## src/rtl/decode_batch_steering_age_cap_assert.svh

```systemverilog
// assertion macros for the decode batch steering block
// used by the top level only; no other dependencies
`ifndef DECODE_BATCH_STEERING_AGE_CAP_ASSERT_SVH
`define DECODE_BATCH_STEERING_AGE_CAP_ASSERT_SVH
`ifndef NO_ASSERTIONS
`define DBSAC_ASSERT_IMPL(lbl, ck, rs, ante, cons, msg) \
  lbl: assert property (@(posedge ck) disable iff (rs) (ante) |-> (cons)) else $error(msg);
`define DBSAC_ASSERT_NEXT(lbl, ck, rs, ante, cons, msg) \
  lbl: assert property (@(posedge ck) disable iff (rs) (ante) |=> (cons)) else $error(msg);
`define DBSAC_ASSERT_RESET(lbl, ck, cons, msg) \
  lbl: assert property (@(posedge ck) (1'b1) |=> (cons)) else $error(msg);
`else
`define DBSAC_ASSERT_IMPL(lbl, ck, rs, ante, cons, msg)
`define DBSAC_ASSERT_NEXT(lbl, ck, rs, ante, cons, msg)
`define DBSAC_ASSERT_RESET(lbl, ck, cons, msg)
`endif
`endif

```

## src/rtl/dbsac_pkg.sv

```systemverilog
// shared types and constants for the decode batch steering block
// no dependencies
`timescale 1ns / 1ps
package dbsac_pkg;

  localparam int IDX_W      = 10;
  localparam int RESULT_CAP = 64;

  // item kinds
  localparam logic [1:0] KIND_WRITE   = 2'd0;
  localparam logic [1:0] KIND_CLEAR   = 2'd1;
  localparam logic [1:0] KIND_COMPOSE = 2'd2;
  localparam logic [1:0] KIND_AGE     = 2'd3;

  // register indexes
  localparam logic [1:0] CFG_COUNT_TARGET = 2'd0;
  localparam logic [1:0] CFG_KV_TARGET    = 2'd1;
  localparam logic [1:0] CFG_AGE_CAP      = 2'd2;

  typedef struct packed {
    logic [1:0]  kind;
    logic [5:0]  entry_index;
    logic        present;
    logic [19:0] kv_len;
    logic [15:0] wait_age;
  } req_t;

  typedef struct packed {
    logic [5:0]  picked_index;
    logic [19:0] picked_kv_length;
    logic        age_forced;
    logic [31:0] running_kv_sum;
    logic        last;
    logic        no_pick;
  } rsp_t;

  // broadcast from the controller to every cell
  typedef struct packed {
    logic             wr_en;
    logic [IDX_W-1:0] wr_idx;
    logic             wr_present;
    logic [19:0]      wr_kv;
    logic [15:0]      wr_wait;
    logic             clr_used;
    logic             clr_picked;
    logic             age;
    logic             pick_en;
    logic [IDX_W-1:0] pick_idx;
    logic [6:0]       d;
    logic [31:0]      rem;
    logic [15:0]      age_cap;
  } cmd_t;

  // best-so-far token passed along the chain
  typedef struct packed {
    logic             live;
    logic             f_valid;
    logic [15:0]      f_wait;
    logic [IDX_W-1:0] f_idx;
    logic [19:0]      f_kv;
    logic             n_valid;
    logic [31:0]      n_dist;
    logic [IDX_W-1:0] n_idx;
    logic [19:0]      n_kv;
  } tok_t;

endpackage

```

## src/rtl/dbsac_cell.sv

```systemverilog
// one request slot of the table plus its stage of the selection chain
// depends on dbsac_pkg
`timescale 1ns / 1ps
module dbsac_cell import dbsac_pkg::*; #(
  parameter int IDX = 0
) (
  input  logic clk,
  input  logic rst,
  input  cmd_t cmd,
  input  tok_t tok_in,
  output tok_t tok_out
);

  localparam logic [IDX_W-1:0] MY_IDX = IDX_W'(IDX);

  logic [19:0] kv;
  logic [15:0] wt;
  logic        present;
  logic        used;
  logic        picked;
  logic [31:0] gap_len;
  logic [26:0] scaled;
  logic        cand;
  logic        f_take;
  logic        n_take;
  tok_t        tok_next;

  // distance to the ideal length, registered ahead of the token
  assign scaled = 27'(kv) * 27'(cmd.d);

  // merge own candidacy into the passing token
  assign cand   = present && !used;
  assign f_take = cand && (wt >= cmd.age_cap) && (!tok_in.f_valid || wt > tok_in.f_wait);
  assign n_take = cand && (!tok_in.n_valid || gap_len < tok_in.n_dist);

  always_comb begin
    tok_next = tok_in;
    if (f_take) begin
      tok_next.f_valid = 1'b1;
      tok_next.f_wait  = wt;
      tok_next.f_idx   = MY_IDX;
      tok_next.f_kv    = kv;
    end
    if (n_take) begin
      tok_next.n_valid = 1'b1;
      tok_next.n_dist  = gap_len;
      tok_next.n_idx   = MY_IDX;
      tok_next.n_kv    = kv;
    end
  end

  always_ff @(posedge clk) begin
    if (rst) begin
      present      <= 1'b0;
      used         <= 1'b0;
      picked       <= 1'b0;
      kv           <= '0;
      wt           <= '0;
      tok_out.live <= 1'b0;
    end else begin
      tok_out <= tok_next;
      if (cmd.wr_en && cmd.wr_idx == MY_IDX) begin
        present <= cmd.wr_present;
        kv      <= cmd.wr_kv;
        wt      <= cmd.wr_wait;
        used    <= 1'b0;
        picked  <= 1'b0;
      end else begin
        if (cmd.clr_used) used <= 1'b0;
        if (cmd.clr_picked) picked <= 1'b0;
        if (cmd.pick_en && cmd.pick_idx == MY_IDX) begin
          used   <= 1'b1;
          picked <= 1'b1;
        end
        // aging: picked slots restart, others count up and saturate
        if (cmd.age && present) begin
          if (picked) wt <= '0;
          else if (wt != 16'hFFFF) wt <= wt + 16'd1;
        end
      end
    end
    gap_len <= (32'(scaled) >= cmd.rem) ? 32'(scaled) - cmd.rem : cmd.rem - 32'(scaled);
  end

endmodule

```

## config.mk

```make
export PLATFORM = sky130hd
export DESIGN_NAME = dbsac_cell
export DESIGN_NICKNAME = d
export VERILOG_FILES = /design/src/rtl/decode_batch_steering_age_cap_assert.svh /design/src/rtl/dbsac_pkg.sv /design/src/rtl/dbsac_cell.sv
export SDC_FILE = /design/constraint.sdc
export NUM_CORES = 1
export LEC_CHECK = 0
export ABC_AREA = 1
export BUFFER_PORTS_ARGS = -buffer_cell sky130_fd_sc_hd__buf_2
export CORE_ASPECT_RATIO = 0.5
export CORE_MARGIN = 3
export CORE_UTILIZATION = 55
export CTS_CLUSTER_SIZE = 14
export DETAILED_ROUTE_END_ITERATION = 8
export PLACE_DENSITY_LB_ADDON = 0.15
export SYNTH_ARGS = -nofsm -noshare
export SYNTH_HDL_FRONTEND = slang
export SYNTH_SLANG_ARGS = --single-unit
```

## constraint.sdc

```tcl
create_clock -name clk -period 7.95 [get_ports clk]
set_input_delay 0.795 -clock clk [delete_from_list [all_inputs] [get_ports clk]]
set_output_delay 0.795 -clock clk [all_outputs]
set_load 0.1 [all_outputs]
```

==> impl_metrics.py <==
metrics = {
    "status": {
        "outcome": "complete, no violations",
    },
    "synthesis": {
        "async_flop_share_pct": 0,
        "syn_avg_cell_area_um2": 7.15,
        "synth_top_cell_area_share_pct": 18.8,
        "ys_top_cells_by_area": "edfxtp_1 19%, nand2_1 16%, ha_1 12%",
        "syn_nets": 2944,
        "seq_area_frac_synth_pct": 27.0,
        "yosysTopAreaCell": "edfxtp_1",
        "ys_ff_latch": 182,
        "synth_area_um2": 17600,
        "synth_edf_count": 110,
        "synthFlopType": "edfxtp_1",
        "netlist_instances": 2460,
        "synthDistinctLibCells": 50,
        "yosys_warnings": 0,
    },
    "floorplan": {
        "start_util_pct": 56.9,
        "dieArea_um2": 34300,
        "io-pin-count": 341,
        "fp.dieW_um": 259,
        "rows": 45,
        "die_h_um": 132,
        "core_area_um2": 30900,
    },
    "flow_run": {
        "max_cap_violations": 0,
    },
    "clock_network": {
        "cts_hold_buf": 0,
        "cts_tree": "yes",
        "cts_max_level": 4,
        "clk_latency_ns": 0.45,
        "cts-root-buf": "clkbuf_16",
        "cts-resized-gates": 0,
        "cts_buffers": 17,
        "clk_pin_slew_ns": 0.08,
        "cts.path.max_buffers": 2,
        "cts.sinks": 182,
        "post_cts_buffers": 0,
    },
    "placed_design": {
        "place_area_um2": 19400,
        "hpwl_um": 42600,
        "port_buffers": 340,
        "gp_congestion": 1.00,
    },
    "route": {
        "wirelength_um": 53000,
        "first_iter_violations": 1402,
        "num_vias": 16800,
        "vias_per_cell": 5.28,
        "routedWlPerCell_um": 16.7,
        "first_pass_iters": 5,
        "ant_nets": 0,
        "drc": 0,
    },
    "worst_setup_path": {
        "crit_path_end_kind": "flip-flop",
        "worstPathArrival_ns": 7.08,
        "cp_data_required_time_ns": 8.27,
        "cp_top_family": "adder cells",
        "crit_top_cell": "nand2_1",
        "worst-setup-path-type": "in -> reg",
        "critPathMaxFanout": 31,
        "cpPeakStageDelay_ns": 0.56,
        "start_kind": "input port",
        "crit_buf_inv": 6,
        "slowest_stage": "fa_1",
    },
    "global_route": {
        "grt-ovfl-total": 0,
        "grt_pass1_vias": 16200,
        "grt_pass1_wl_um": 83800,
        "antenna_found_initial": 5,
        "track_usage_pct": 30.8,
        "grt_max_degree": 86,
    },
    "min_path": {
        "hold_class": "in -> reg",
    },
    "sta": {
        "finalSetupViolations": 0,
        "fin_tns_setup_ns": 0,
        "clock_skew_ns": 0.0240,
        "worst_pin_slew_ns": 1.09,
        "relSlewSlack_pct": 27.1,
        "fin_crit_ns": 6.76,
        "fmax_ghz": 0.148,
        "whs_ns": 0.556,
        "slew_viol_final": 0,
        "rsz0062_at_grt": "no",
        "finalHoldViolCount": 0,
        "min_period_over_period_pct": 85.0,
    },
    "finish": {
        "area_growth_pct": 14.1,
        "fin_area_um2": 20100,
        "fill_cells": 2849,
        "multi_input_area_um2": 10700,
        "regArea_um2": 4740,
        "final_nets": 3216,
        "drive_gt1_share_pct": 15.4,
    },
    "power": {
        "p_leak_nw": 11.4,
        "p_per_area_nw_per_um2": 131,
        "peakVddDrop_v": 0.000144,
    },
}
## kinds of logic (layout without fill, tap and decap cells)
group / count (synthesis) / count (layout) / synth area share [%]
other: 0 / 4 / 0
XOR/XNOR: 61 / 61 / 3.04
adder cells (fa/ha/maj): 254 / 254 / 22.0
AO/OA/AOI/OAI: 327 / 327 / 10.3
AND/OR/NAND/NOR: 1102 / 1102 / 25.7
buffers and inverters: 534 / 819 / 12.0
flip-flops: 182 / 182 / 27.0
## metal layers
metal  track usage (%)  share of wire, %  vias up
met3              5.14               6.9      114
met4              10.9               2.9        2
met1              39.9                42     7755
met5                 0             0.013        -
met2              52.2                48      635
li1                  -                 -     8248
## Yosys cell counts, drive strengths merged (3+ instances only)
| cell type | count |
|---|---|
| dfxtp | 72 |
| a22oi | 10 |
| a21oi | 151 |
| or2 | 6 |
| a21o | 16 |
| nor2 | 185 |
| xnor2 | 13 |
| o21ai | 117 |
| clkbuf | 55 |
| xor2 | 48 |
| inv | 440 |
| nand4 | 21 |
| nand3 | 128 |
| ha | 163 |
| nor3 | 17 |
| buf | 38 |
| nand2 | 736 |
| edfxtp | 110 |
| o21bai | 7 |
| a21boi | 15 |
| a31oi | 3 |
| o21a | 4 |
| nor4 | 6 |
| fa | 91 |
## tightest hold or removal path, stage by stage
cell,delay [ns]
buf_2,0.08
inv_1,0.04
nor2_1,0.07
## layout make-up
type	instances	area share [%]
Clock buffer	18	2.25
Tap cell	423	2.64
Clock inverter	14	0.905
Antenna cell	4	0.0499
Sequential cell	182	23.7
Multi-Input combinational cell	1744	53.5
Timing Repair Buffer	346	8.71
Inverter	441	8.28
## worst paths after layout
check | to | slack (ns) | from | cells after the start
max | gap_len[7]$_DFF_P_ | 1.19 | cmd[52] | 30
min | tok_out[110]$_SDFF_PP0_ | 0.56 | tok_in[110] | 3
max reg2reg | gap_len[7]$_DFF_P_ | 1.23 | kv[1]$_SDFFE_PP0P_ | 29
min reg2reg | tok_out[30]$_DFFE_PN_ | 0.56 | gap_len[0]$_DFF_P_ | 2
## cells in the final DEF (no fill, tap or decap), types with 5 or more instances in the layout
cell type,count
o21bai_1,6
dfxtp_1,72
a21oi_1,150
a21boi_0,14
nor4_1,6
clkinv_8,5
buf_4,6
clkbuf_16,18
buf_2,340
nand2_1,726
inv_1,433
fa_1,91
xor2_1,48
a22oi_1,10
nand4_1,20
nor2_1,176
xnor2_1,13
o21ai_1,13
nand3_1,125
or2_2,5
edfxtp_1,110
nor2_2,6
nand2_2,7
inv_2,5
a21o_1,16
ha_1,163
nor3_1,14
o21ai_0,101
## stage by stage
stage               util [%]  instances  setup slack, ns  power (mW)
floorplan                  -       2460             1.82        1.58
global placement        62.8       3136            0.816        1.74
detailed placement      62.8       3136            0.857        1.74
CTS                     64.9       3168             1.28        2.63
global route            64.9       3172            0.726        2.73
finish                  64.9       3172             1.19        2.62
## power by group
group          switching (mW)  total (mW)  internal (mW)
clock                   0.424       0.895          0.471
combinational           0.494       0.646          0.152
sequential             0.0218        1.08           1.06
## sequential cells by signal, summed over array words and instances (netlist names)
signal / flops
used: 1
tok_out: 111
gap_len: 32
picked: 1
present: 1
kv: 20
wt: 16
No activity file was read; power rests on OpenSTA's default activity.
