### src/rtl/decode_batch_steering_age_cap_assert.svh
// assertion macros for the decode batch steering block
// used by the top level only; no other dependencies
`ifndef DECODE_BATCH_STEERING_AGE_CAP_ASSERT_SVH
`define DECODE_BATCH_STEERING_AGE_CAP_ASSERT_SVH
`ifndef NO_ASSERTIONS
`define DBSAC_ASSERT_IMPL(lbl, ck, rs, ante, cons, msg) \
  lbl: assert property (@(posedge ck) disable iff (rs) (ante) |-> (cons)) else $error(msg);
`define DBSAC_ASSERT_NEXT(lbl, ck, rs, ante, cons, msg) \
  lbl: assert property (@(posedge ck) disable iff (rs) (ante) |=> (cons)) else $error(msg);
`define DBSAC_ASSERT_RESET(lbl, ck, cons, msg) \
  lbl: assert property (@(posedge ck) (1'b1) |=> (cons)) else $error(msg);
`else
`define DBSAC_ASSERT_IMPL(lbl, ck, rs, ante, cons, msg)
`define DBSAC_ASSERT_NEXT(lbl, ck, rs, ante, cons, msg)
`define DBSAC_ASSERT_RESET(lbl, ck, cons, msg)
`endif
`endif

### src/rtl/dbsac_pkg.sv
// shared types and constants for the decode batch steering block
// no dependencies
`timescale 1ns / 1ps
package dbsac_pkg;

  localparam int IDX_W      = 10;
  localparam int RESULT_CAP = 64;

  // item kinds
  localparam logic [1:0] KIND_WRITE   = 2'd0;
  localparam logic [1:0] KIND_CLEAR   = 2'd1;
  localparam logic [1:0] KIND_COMPOSE = 2'd2;
  localparam logic [1:0] KIND_AGE     = 2'd3;

  // register indexes
  localparam logic [1:0] CFG_COUNT_TARGET = 2'd0;
  localparam logic [1:0] CFG_KV_TARGET    = 2'd1;
  localparam logic [1:0] CFG_AGE_CAP      = 2'd2;

  typedef struct packed {
    logic [1:0]  kind;
    logic [5:0]  entry_index;
    logic        present;
    logic [19:0] kv_len;
    logic [15:0] wait_age;
  } req_t;

  typedef struct packed {
    logic [5:0]  picked_index;
    logic [19:0] picked_kv_length;
    logic        age_forced;
    logic [31:0] running_kv_sum;
    logic        last;
    logic        no_pick;
  } rsp_t;

  // broadcast from the controller to every cell
  typedef struct packed {
    logic             wr_en;
    logic [IDX_W-1:0] wr_idx;
    logic             wr_present;
    logic [19:0]      wr_kv;
    logic [15:0]      wr_wait;
    logic             clr_used;
    logic             clr_picked;
    logic             age;
    logic             pick_en;
    logic [IDX_W-1:0] pick_idx;
    logic [6:0]       d;
    logic [31:0]      rem;
    logic [15:0]      age_cap;
  } cmd_t;

  // best-so-far token passed along the chain
  typedef struct packed {
    logic             live;
    logic             f_valid;
    logic [15:0]      f_wait;
    logic [IDX_W-1:0] f_idx;
    logic [19:0]      f_kv;
    logic             n_valid;
    logic [31:0]      n_dist;
    logic [IDX_W-1:0] n_idx;
    logic [19:0]      n_kv;
  } tok_t;

endpackage

### src/rtl/dbsac_ctrl.sv
// sequencer: registers, item decode, batch loop, pending pick and result register
// depends on dbsac_pkg
`timescale 1ns / 1ps
module dbsac_ctrl import dbsac_pkg::*; (
  input  logic        clk,
  input  logic        rst,
  input  logic        req_valid,
  output logic        req_ready,
  input  req_t        req,
  output logic        rsp_valid,
  input  logic        rsp_ready,
  output rsp_t        rsp,
  input  logic        cfg_we,
  input  logic [1:0]  cfg_addr,
  input  logic [31:0] cfg_wdata,
  output cmd_t        cmd,
  output tok_t        tok_start,
  input  tok_t        tok_end
);

  typedef enum logic [2:0] {IDLE, CHECK, PREP, LAUNCH, SCAN, RESULT, FIN} state_t;

  state_t      state;
  logic [6:0]  batch_cap;
  logic [31:0] kv_goal;
  logic [15:0] age_cap;
  logic [6:0]  n;
  logic [32:0] sum;
  logic [6:0]  d;
  logic [31:0] rem;
  tok_t        res;
  logic        pend_valid;
  logic [IDX_W-1:0] pend_idx;
  logic [19:0] pend_kv;
  logic        pend_forced;
  logic [31:0] pend_sum;

  logic        accept;
  logic        out_free;
  logic        pick_any;
  logic        commit;
  logic        go_on;
  logic        rsp_load;
  logic [IDX_W-1:0] sel_idx;
  logic [19:0] sel_kv;
  logic [32:0] sum_next;

  assign req_ready = (state == IDLE);
  assign accept    = req_valid && req_ready;
  assign out_free  = !rsp_valid || rsp_ready;
  assign pick_any  = res.f_valid || res.n_valid;
  assign sel_idx   = res.f_valid ? res.f_idx : res.n_idx;
  assign sel_kv    = res.f_valid ? res.f_kv : res.n_kv;
  assign commit    = (state == RESULT) && pick_any && (!pend_valid || out_free);
  assign sum_next  = sum + 33'(sel_kv);
  assign go_on     = (n < 7'(RESULT_CAP)) && (n < batch_cap) && (sum < {1'b0, kv_goal});
  assign rsp_load  = (commit && pend_valid) || ((state == FIN) && out_free);

  // broadcast to the cells
  always_comb begin
    cmd            = '0;
    cmd.wr_en      = accept && req.kind == KIND_WRITE;
    cmd.wr_idx     = IDX_W'(req.entry_index);
    cmd.wr_present = req.present;
    cmd.wr_kv      = req.kv_len;
    cmd.wr_wait    = req.wait_age;
    cmd.clr_used   = accept && req.kind == KIND_CLEAR;
    cmd.clr_picked = accept && req.kind == KIND_COMPOSE;
    cmd.age        = accept && req.kind == KIND_AGE;
    cmd.pick_en    = commit;
    cmd.pick_idx   = sel_idx;
    cmd.d          = d;
    cmd.rem        = rem;
    cmd.age_cap    = age_cap;
  end

  // empty token enters the chain
  always_comb begin
    tok_start      = '0;
    tok_start.live = (state == LAUNCH);
  end

  always_ff @(posedge clk) begin
    if (rst) begin
      state      <= IDLE;
      batch_cap  <= '0;
      kv_goal    <= '0;
      age_cap    <= 16'hFFFF;
      pend_valid <= 1'b0;
      rsp_valid  <= 1'b0;
    end else begin
      // configuration writes
      if (cfg_we) begin
        unique case (cfg_addr)
          CFG_COUNT_TARGET: batch_cap <= cfg_wdata[6:0];
          CFG_KV_TARGET:    kv_goal   <= cfg_wdata;
          CFG_AGE_CAP:      age_cap   <= cfg_wdata[15:0];
          default:          ;
        endcase
      end
      // result register handshake
      if (rsp_load) rsp_valid <= 1'b1;
      else if (rsp_ready) rsp_valid <= 1'b0;
      unique case (state)
        IDLE: begin
          if (accept && req.kind == KIND_COMPOSE) begin
            n     <= '0;
            sum   <= '0;
            state <= CHECK;
          end
        end
        CHECK: begin
          d     <= batch_cap - n;
          rem   <= 32'({1'b0, kv_goal} - sum);
          state <= go_on ? PREP : FIN;
        end
        PREP:   state <= LAUNCH;
        LAUNCH: state <= SCAN;
        SCAN: begin
          if (tok_end.live) begin
            res   <= tok_end;
            state <= RESULT;
          end
        end
        RESULT: begin
          if (!pick_any) begin
            state <= FIN;
          end else if (commit) begin
            // earlier pick is now known not to be the final one
            if (pend_valid) begin
              rsp.picked_index     <= 6'(pend_idx);
              rsp.picked_kv_length <= pend_kv;
              rsp.age_forced       <= pend_forced;
              rsp.running_kv_sum   <= pend_sum;
              rsp.last             <= 1'b0;
              rsp.no_pick          <= 1'b0;
            end
            pend_valid  <= 1'b1;
            pend_idx    <= sel_idx;
            pend_kv     <= sel_kv;
            pend_forced <= res.f_valid;
            pend_sum    <= sum_next[31:0];
            sum         <= sum_next;
            n           <= n + 7'd1;
            state       <= CHECK;
          end
        end
        FIN: begin
          if (out_free) begin
            rsp.picked_index     <= pend_valid ? 6'(pend_idx) : 6'd0;
            rsp.picked_kv_length <= pend_valid ? pend_kv : 20'd0;
            rsp.age_forced       <= pend_valid && pend_forced;
            rsp.running_kv_sum   <= pend_valid ? pend_sum : 32'd0;
            rsp.last             <= pend_valid;
            rsp.no_pick          <= !pend_valid;
            pend_valid           <= 1'b0;
            state                <= IDLE;
          end
        end
        default: state <= IDLE;
      endcase
    end
  end

endmodule
### config.mk
export PLATFORM = sky130hd
export DESIGN_NAME = dbsac_ctrl
export DESIGN_NICKNAME = d
export VERILOG_FILES = /design/src/rtl/decode_batch_steering_age_cap_assert.svh /design/src/rtl/dbsac_pkg.sv /design/src/rtl/dbsac_ctrl.sv
export SDC_FILE = /design/constraint.sdc
export NUM_CORES = 1
export LEC_CHECK = 0
export BUFFER_PORTS_ARGS = -buffer_cell sky130_fd_sc_hd__buf_2
export CAP_MARGIN = 20
export CORE_AREA = 2 2 188 190
export CTS_BUF_LIST = sky130_fd_sc_hd__clkbuf_2
export DETAILED_ROUTE_END_ITERATION = 16
export DIE_AREA = 0 0 190 192
export PLACE_DENSITY = 0.82
export SKIP_CTS_REPAIR_TIMING = 1
export SYNTH_ARGS = -nofsm -noshare
export SYNTH_HDL_FRONTEND = slang
export SYNTH_SLANG_ARGS = --single-unit
### constraint.sdc
create_clock -name clk -period 36 [get_ports clk]
set_input_delay 1.8 -clock clk [delete_from_list [all_inputs] [get_ports clk]]
set_output_delay 1.8 -clock clk [all_outputs]
set_load 0.05 [all_outputs]
==> impl_metrics.sql <==
INSERT INTO impl_metrics (metric_group, metric, value, unit) VALUES
('outcome', 'status', 'completed', ''),
('synthesis', 'synth.distinct_cells', '65', ''),
('routing', 'drt-initial-drc-count', '574', ''),
('worst_setup_path', 'worst_path_dominant_cell_family', 'simple AND/OR/NAND/NOR gates', ''),
('finish', 'post-route-util', '53.4', '%'),
('clock_tree', 'ctsLongestPathBuffers', '3', ''),
('placed_design', 'port_buffers', '237', ''),
('clock_tree', 'clk_latency', '930', 'ps'),
('die', 'core-area', '34300', 'um2'),
('sta', 'period_share', '12.6', '%'),
('worst_setup_path', 'crit_path_max_fanout', '7', ''),
('worst_setup_path', 'cp-start-kind', 'input port', ''),
('power_and_ir_drop', 'power.static_leakage', '7.71', 'nW'),
('sta', 'timing.fmax', '220', 'MHz'),
('synthesis', 'avgSynthCellArea', '11.2', 'um2'),
('die', 'num_rows', '68', ''),
('synthesis', 'synthFlopType', 'sky130_fd_sc_hd__edfxtp_1', ''),
('routing', 'final_wl', '37800', 'um'),
('worst_setup_path', 'worst-endpoint-arrival', '2750', 'ps'),
('synthesis', 'ys_async_sr_fraction', '0', '%'),
('global_routing', 'vias_in_the_first_global_route', '11000', ''),
('worst_setup_path', 'timing.critical_path.buf_inv', '2', ''),
('synthesis', 'synth-seq-area-share', '54.5', '%'),
('worst_setup_path', 'crit_path_frequent_cell', 'sky130_fd_sc_hd__buf_2', ''),
('sta', 'drv_slew', '0', ''),
('finish', 'nets', '2013', ''),
('routing', 'wl_per_cell', '16.9', 'um'),
('worst_setup_path', 'path_class', 'in -> out', ''),
('worst_setup_path', 'critical_path.max_stage_delay', '390', 'ps'),
('global_routing', 'globalRoute.totalOverflow', '0', ''),
('synthesis', 'ys_ff_latch', '321', ''),
('routing', 'drt_first_pass_iters', '7', ''),
('global_routing', 'antenna_found_initial', '3', ''),
('worst_setup_path', 'cp_slowest_cell', 'sky130_fd_sc_hd__nor2b_1', ''),
('sta', 'fin_tns_setup', '0', 'ps'),
('sta', 'final_setup_violation_count', '0', ''),
('global_routing', 'grt_first_pass_wirelength', '57400', 'um'),
('power_and_ir_drop', 'power.ir.vdd_worst', '0.0479', 'mV'),
('global_routing', 'grtUsageTotal', '20.4', '%'),
('clock_tree', 'cts.reportedPaths.clkPinSlew', '100', 'ps'),
('routing', 'drc', '0', ''),
('global_routing', 'grt_max_degree', '67', ''),
('worst_setup_path', 'worstPathCellList', 'buf_2 > nor2b_1 > a21oi_1 > buf_2', ''),
('routing', 'postRouteAntennaNets', '0', ''),
('clock_tree', 'cts_tree', 'yes', ''),
('flow_run', 'max_cap_violations', '0', ''),
('placed_design', 'routabilityCongestion', '0.859', ''),
('sta', 'timing.clock.skew', '57.9', 'ps'),
('sta', 'grt_setup_unrepaired', 'false', ''),
('finish', 'area_delta_synth_final', '10.5', '%'),
('clock_tree', 'tritoncts.num_buffers', '85', ''),
('placed_design', 'dpl.hpwl', '26800', 'um'),
('sta', 'period_needed', '4550', 'ps'),
('power_and_ir_drop', 'power_dens_cells', '57.3', 'nW/um2'),
('die', 'dieHeight', '192', 'um'),
('worst_setup_path', 'worst_setup_path_end_kind', 'output port', ''),
('routing', 'via_count', '11300', ''),
('die', 'die_w', '190', 'um'),
('die', 'fp.dieArea', '36500', 'um2'),
('die', 'floorplan.initialDensity', '48.3', '%'),
('clock_tree', 'number_of_sinks_handled_by_clock_tree_synthesis', '321', ''),
('synthesis', 'synth-edff-count', '261', ''),
('sta', 'finalHoldViolations', '0', ''),
('clock_tree', 'cts_root_buf', 'sky130_fd_sc_hd__clkbuf_2', ''),
('die', 'io_pins', '486', ''),
('synthesis', 'post_synthesis_cells', '1474', ''),
('min_path', 'hold_path.class', 'reg -> reg', ''),
('sta', 'relSlewSlack', '32.9', '%'),
('routing', 'routed_via_density', '5.03', ''),
('sta', 'tightest_slew', '1000', 'ps'),
('finish', 'layout-drive-gt1-share', '24.1', '%'),
('worst_setup_path', 'worstPathRequired', '34200', 'ps'),
('synthesis', 'synth_warnings', '0', ''),
('clock_tree', 'htree_num_levels', '3', ''),
('synthesis', 'syn-cell-area', '16600', 'um2');
-- cells in the final DEF (no fill, tap or decap), types with 14 or more instances in the layout --
| cell type | n |
|---|---|
| sky130_fd_sc_hd__a21o_1 | 30 |
| sky130_fd_sc_hd__a21oi_1 | 97 |
| sky130_fd_sc_hd__and2_1 | 23 |
| sky130_fd_sc_hd__and3_1 | 16 |
| sky130_fd_sc_hd__buf_2 | 237 |
| sky130_fd_sc_hd__buf_4 | 15 |
| sky130_fd_sc_hd__clkbuf_2 | 120 |
| sky130_fd_sc_hd__conb_1 | 114 |
| sky130_fd_sc_hd__dfxtp_1 | 60 |
| sky130_fd_sc_hd__edfxtp_1 | 261 |
| sky130_fd_sc_hd__ha_1 | 91 |
| sky130_fd_sc_hd__inv_1 | 89 |
| sky130_fd_sc_hd__mux2_2 | 31 |
| sky130_fd_sc_hd__nand2_1 | 146 |
| sky130_fd_sc_hd__nand3_1 | 23 |
| sky130_fd_sc_hd__nand3b_1 | 19 |
| sky130_fd_sc_hd__nor2_1 | 68 |
| sky130_fd_sc_hd__nor2b_1 | 73 |
| sky130_fd_sc_hd__nor3_1 | 17 |
| sky130_fd_sc_hd__o21a_1 | 14 |
| sky130_fd_sc_hd__o21ai_0 | 33 |
| sky130_fd_sc_hd__xnor2_1 | 44 |
-- report_power, final --
part	switching, mW	internal [mW]	total [mW]	leakage (nW)
sequential	0.0241	0.452	0.476	2.86
clock	0.150	0.104	0.254	0.586
combinational	0.220	0.100	0.320	4.27
total	0.393	0.656	1.05	7.71
-- through the flow --
step	total power [mW]	cells	worst slack (ps)	hold WS (ps)	instance area [um2]
6_report	1.05	2238	31450	478	18300
3_5_place_dp	0.802	2092	31450	456	17500
3_3_place_gp	0.794	2092	31460	445	17500
5_1_grt	1.11	2238	31320	490	18300
4_1_cts	1.06	2237	31440	478	18300
2_1_floorplan	0.742	1587	23710	436	17000
-- kinds of logic (layout without fill, tap and decap cells) --
group | Yosys count | in the layout | share of synthesized area, %
flops | 321 | 321 | 54.5
fa+ha+maj | 94 | 94 | 7.23
simple gates | 428 | 428 | 12.9
mux | 44 | 44 | 2.89
compound gates | 239 | 239 | 9.17
xor+xnor | 56 | 56 | 2.96
other cells | 1 | 115 | 0.0226
buf+inv | 291 | 486 | 10.2
-- cells in the mapped netlist (5+ instances only) --
library cell,instances,area share (%)
sky130_fd_sc_hd__a2111oi_0,10,0.53
sky130_fd_sc_hd__a211oi_1,9,0.41
sky130_fd_sc_hd__a21o_1,30,1.4
sky130_fd_sc_hd__a21oi_1,97,2.9
sky130_fd_sc_hd__a31oi_1,7,0.26
sky130_fd_sc_hd__and2_1,23,0.87
sky130_fd_sc_hd__and3_1,17,0.64
sky130_fd_sc_hd__buf_1,5,0.11
sky130_fd_sc_hd__buf_4,158,7.2
sky130_fd_sc_hd__clkbuf_1,35,0.79
sky130_fd_sc_hd__dfxtp_1,60,7.2
sky130_fd_sc_hd__edfxtp_1,261,47
sky130_fd_sc_hd__ha_1,91,6.9
sky130_fd_sc_hd__inv_1,89,2.0
sky130_fd_sc_hd__mux2_2,31,2.1
sky130_fd_sc_hd__mux2i_1,13,0.79
sky130_fd_sc_hd__nand2_1,146,3.3
sky130_fd_sc_hd__nand2b_1,13,0.49
sky130_fd_sc_hd__nand3_1,23,0.69
sky130_fd_sc_hd__nand3b_1,19,0.86
sky130_fd_sc_hd__nand4_1,6,0.23
sky130_fd_sc_hd__nor2_1,70,1.6
sky130_fd_sc_hd__nor2b_1,74,2.8
sky130_fd_sc_hd__nor3_1,18,0.54
sky130_fd_sc_hd__o21a_1,14,0.63
sky130_fd_sc_hd__o21ai_0,33,1.0
sky130_fd_sc_hd__o21bai_1,6,0.27
sky130_fd_sc_hd__xnor2_1,44,2.3
sky130_fd_sc_hd__xor2_1,12,0.63
-- flip-flops by register name (all words and copies together), names as in the netlist --
name,count
age_cap,16
batch_cap,7
d,7
kv_goal,32
n,7
pend_forced,1
pend_idx,6
pend_kv,20
pend_sum,32
pend_valid,1
rem,32
res,62
rsp,61
rsp_valid,1
state,3
sum,33
-- worst reg2reg max path, delay by kind of cell (launching register included) --
| kind | cells | cell delay, ps |
|---|---|---|
| AOI/OAI and AO/OA | 4 | 1460 |
| and+or+nand+nor | 3 | 660 |
| adders and majority gates | 1 | 350 |
| DFF | 1 | 630 |
| xor gates and xnor gates | 1 | 210 |
| muxes | 1 | 420 |
| buffers and inverters | 1 | 440 |
-- routing by layer --
metal | GRT usage [%] | up-vias | part of all wire (%)
li1 | - | 5436 | -
met1 | 25.5 | 5285 | 42
met2 | 32.9 | 433 | 47
met3 | 5.10 | 109 | 6.7
met4 | 10.7 | 4 | 3.7
met5 | 0 | - | 0.079
-- path summary, 6_finish.rpt --
path	start	end	slack (ps)	cells after the start
worst min-delay path	age_cap[11]	age_cap[11]	480	2
worst min register to register	age_cap[11]	age_cap[11]	480	2
worst max register to register	res[109]	pend_sum[28]	31640	11
worst max-delay path	rsp_ready	cmd[65]	31450	4
-- layout make-up --
class,instances,area [um2]
multi-input cells,975,6290
clock buffers,120,601
flip-flops and latches,321,9040
clock inverters,25,164
fillers,3030,16000
well taps,455,569
inverters,89,334
diodes,1,2.50
repair buffers,252,1300
No activity file was read; power rests on OpenSTA's default activity.
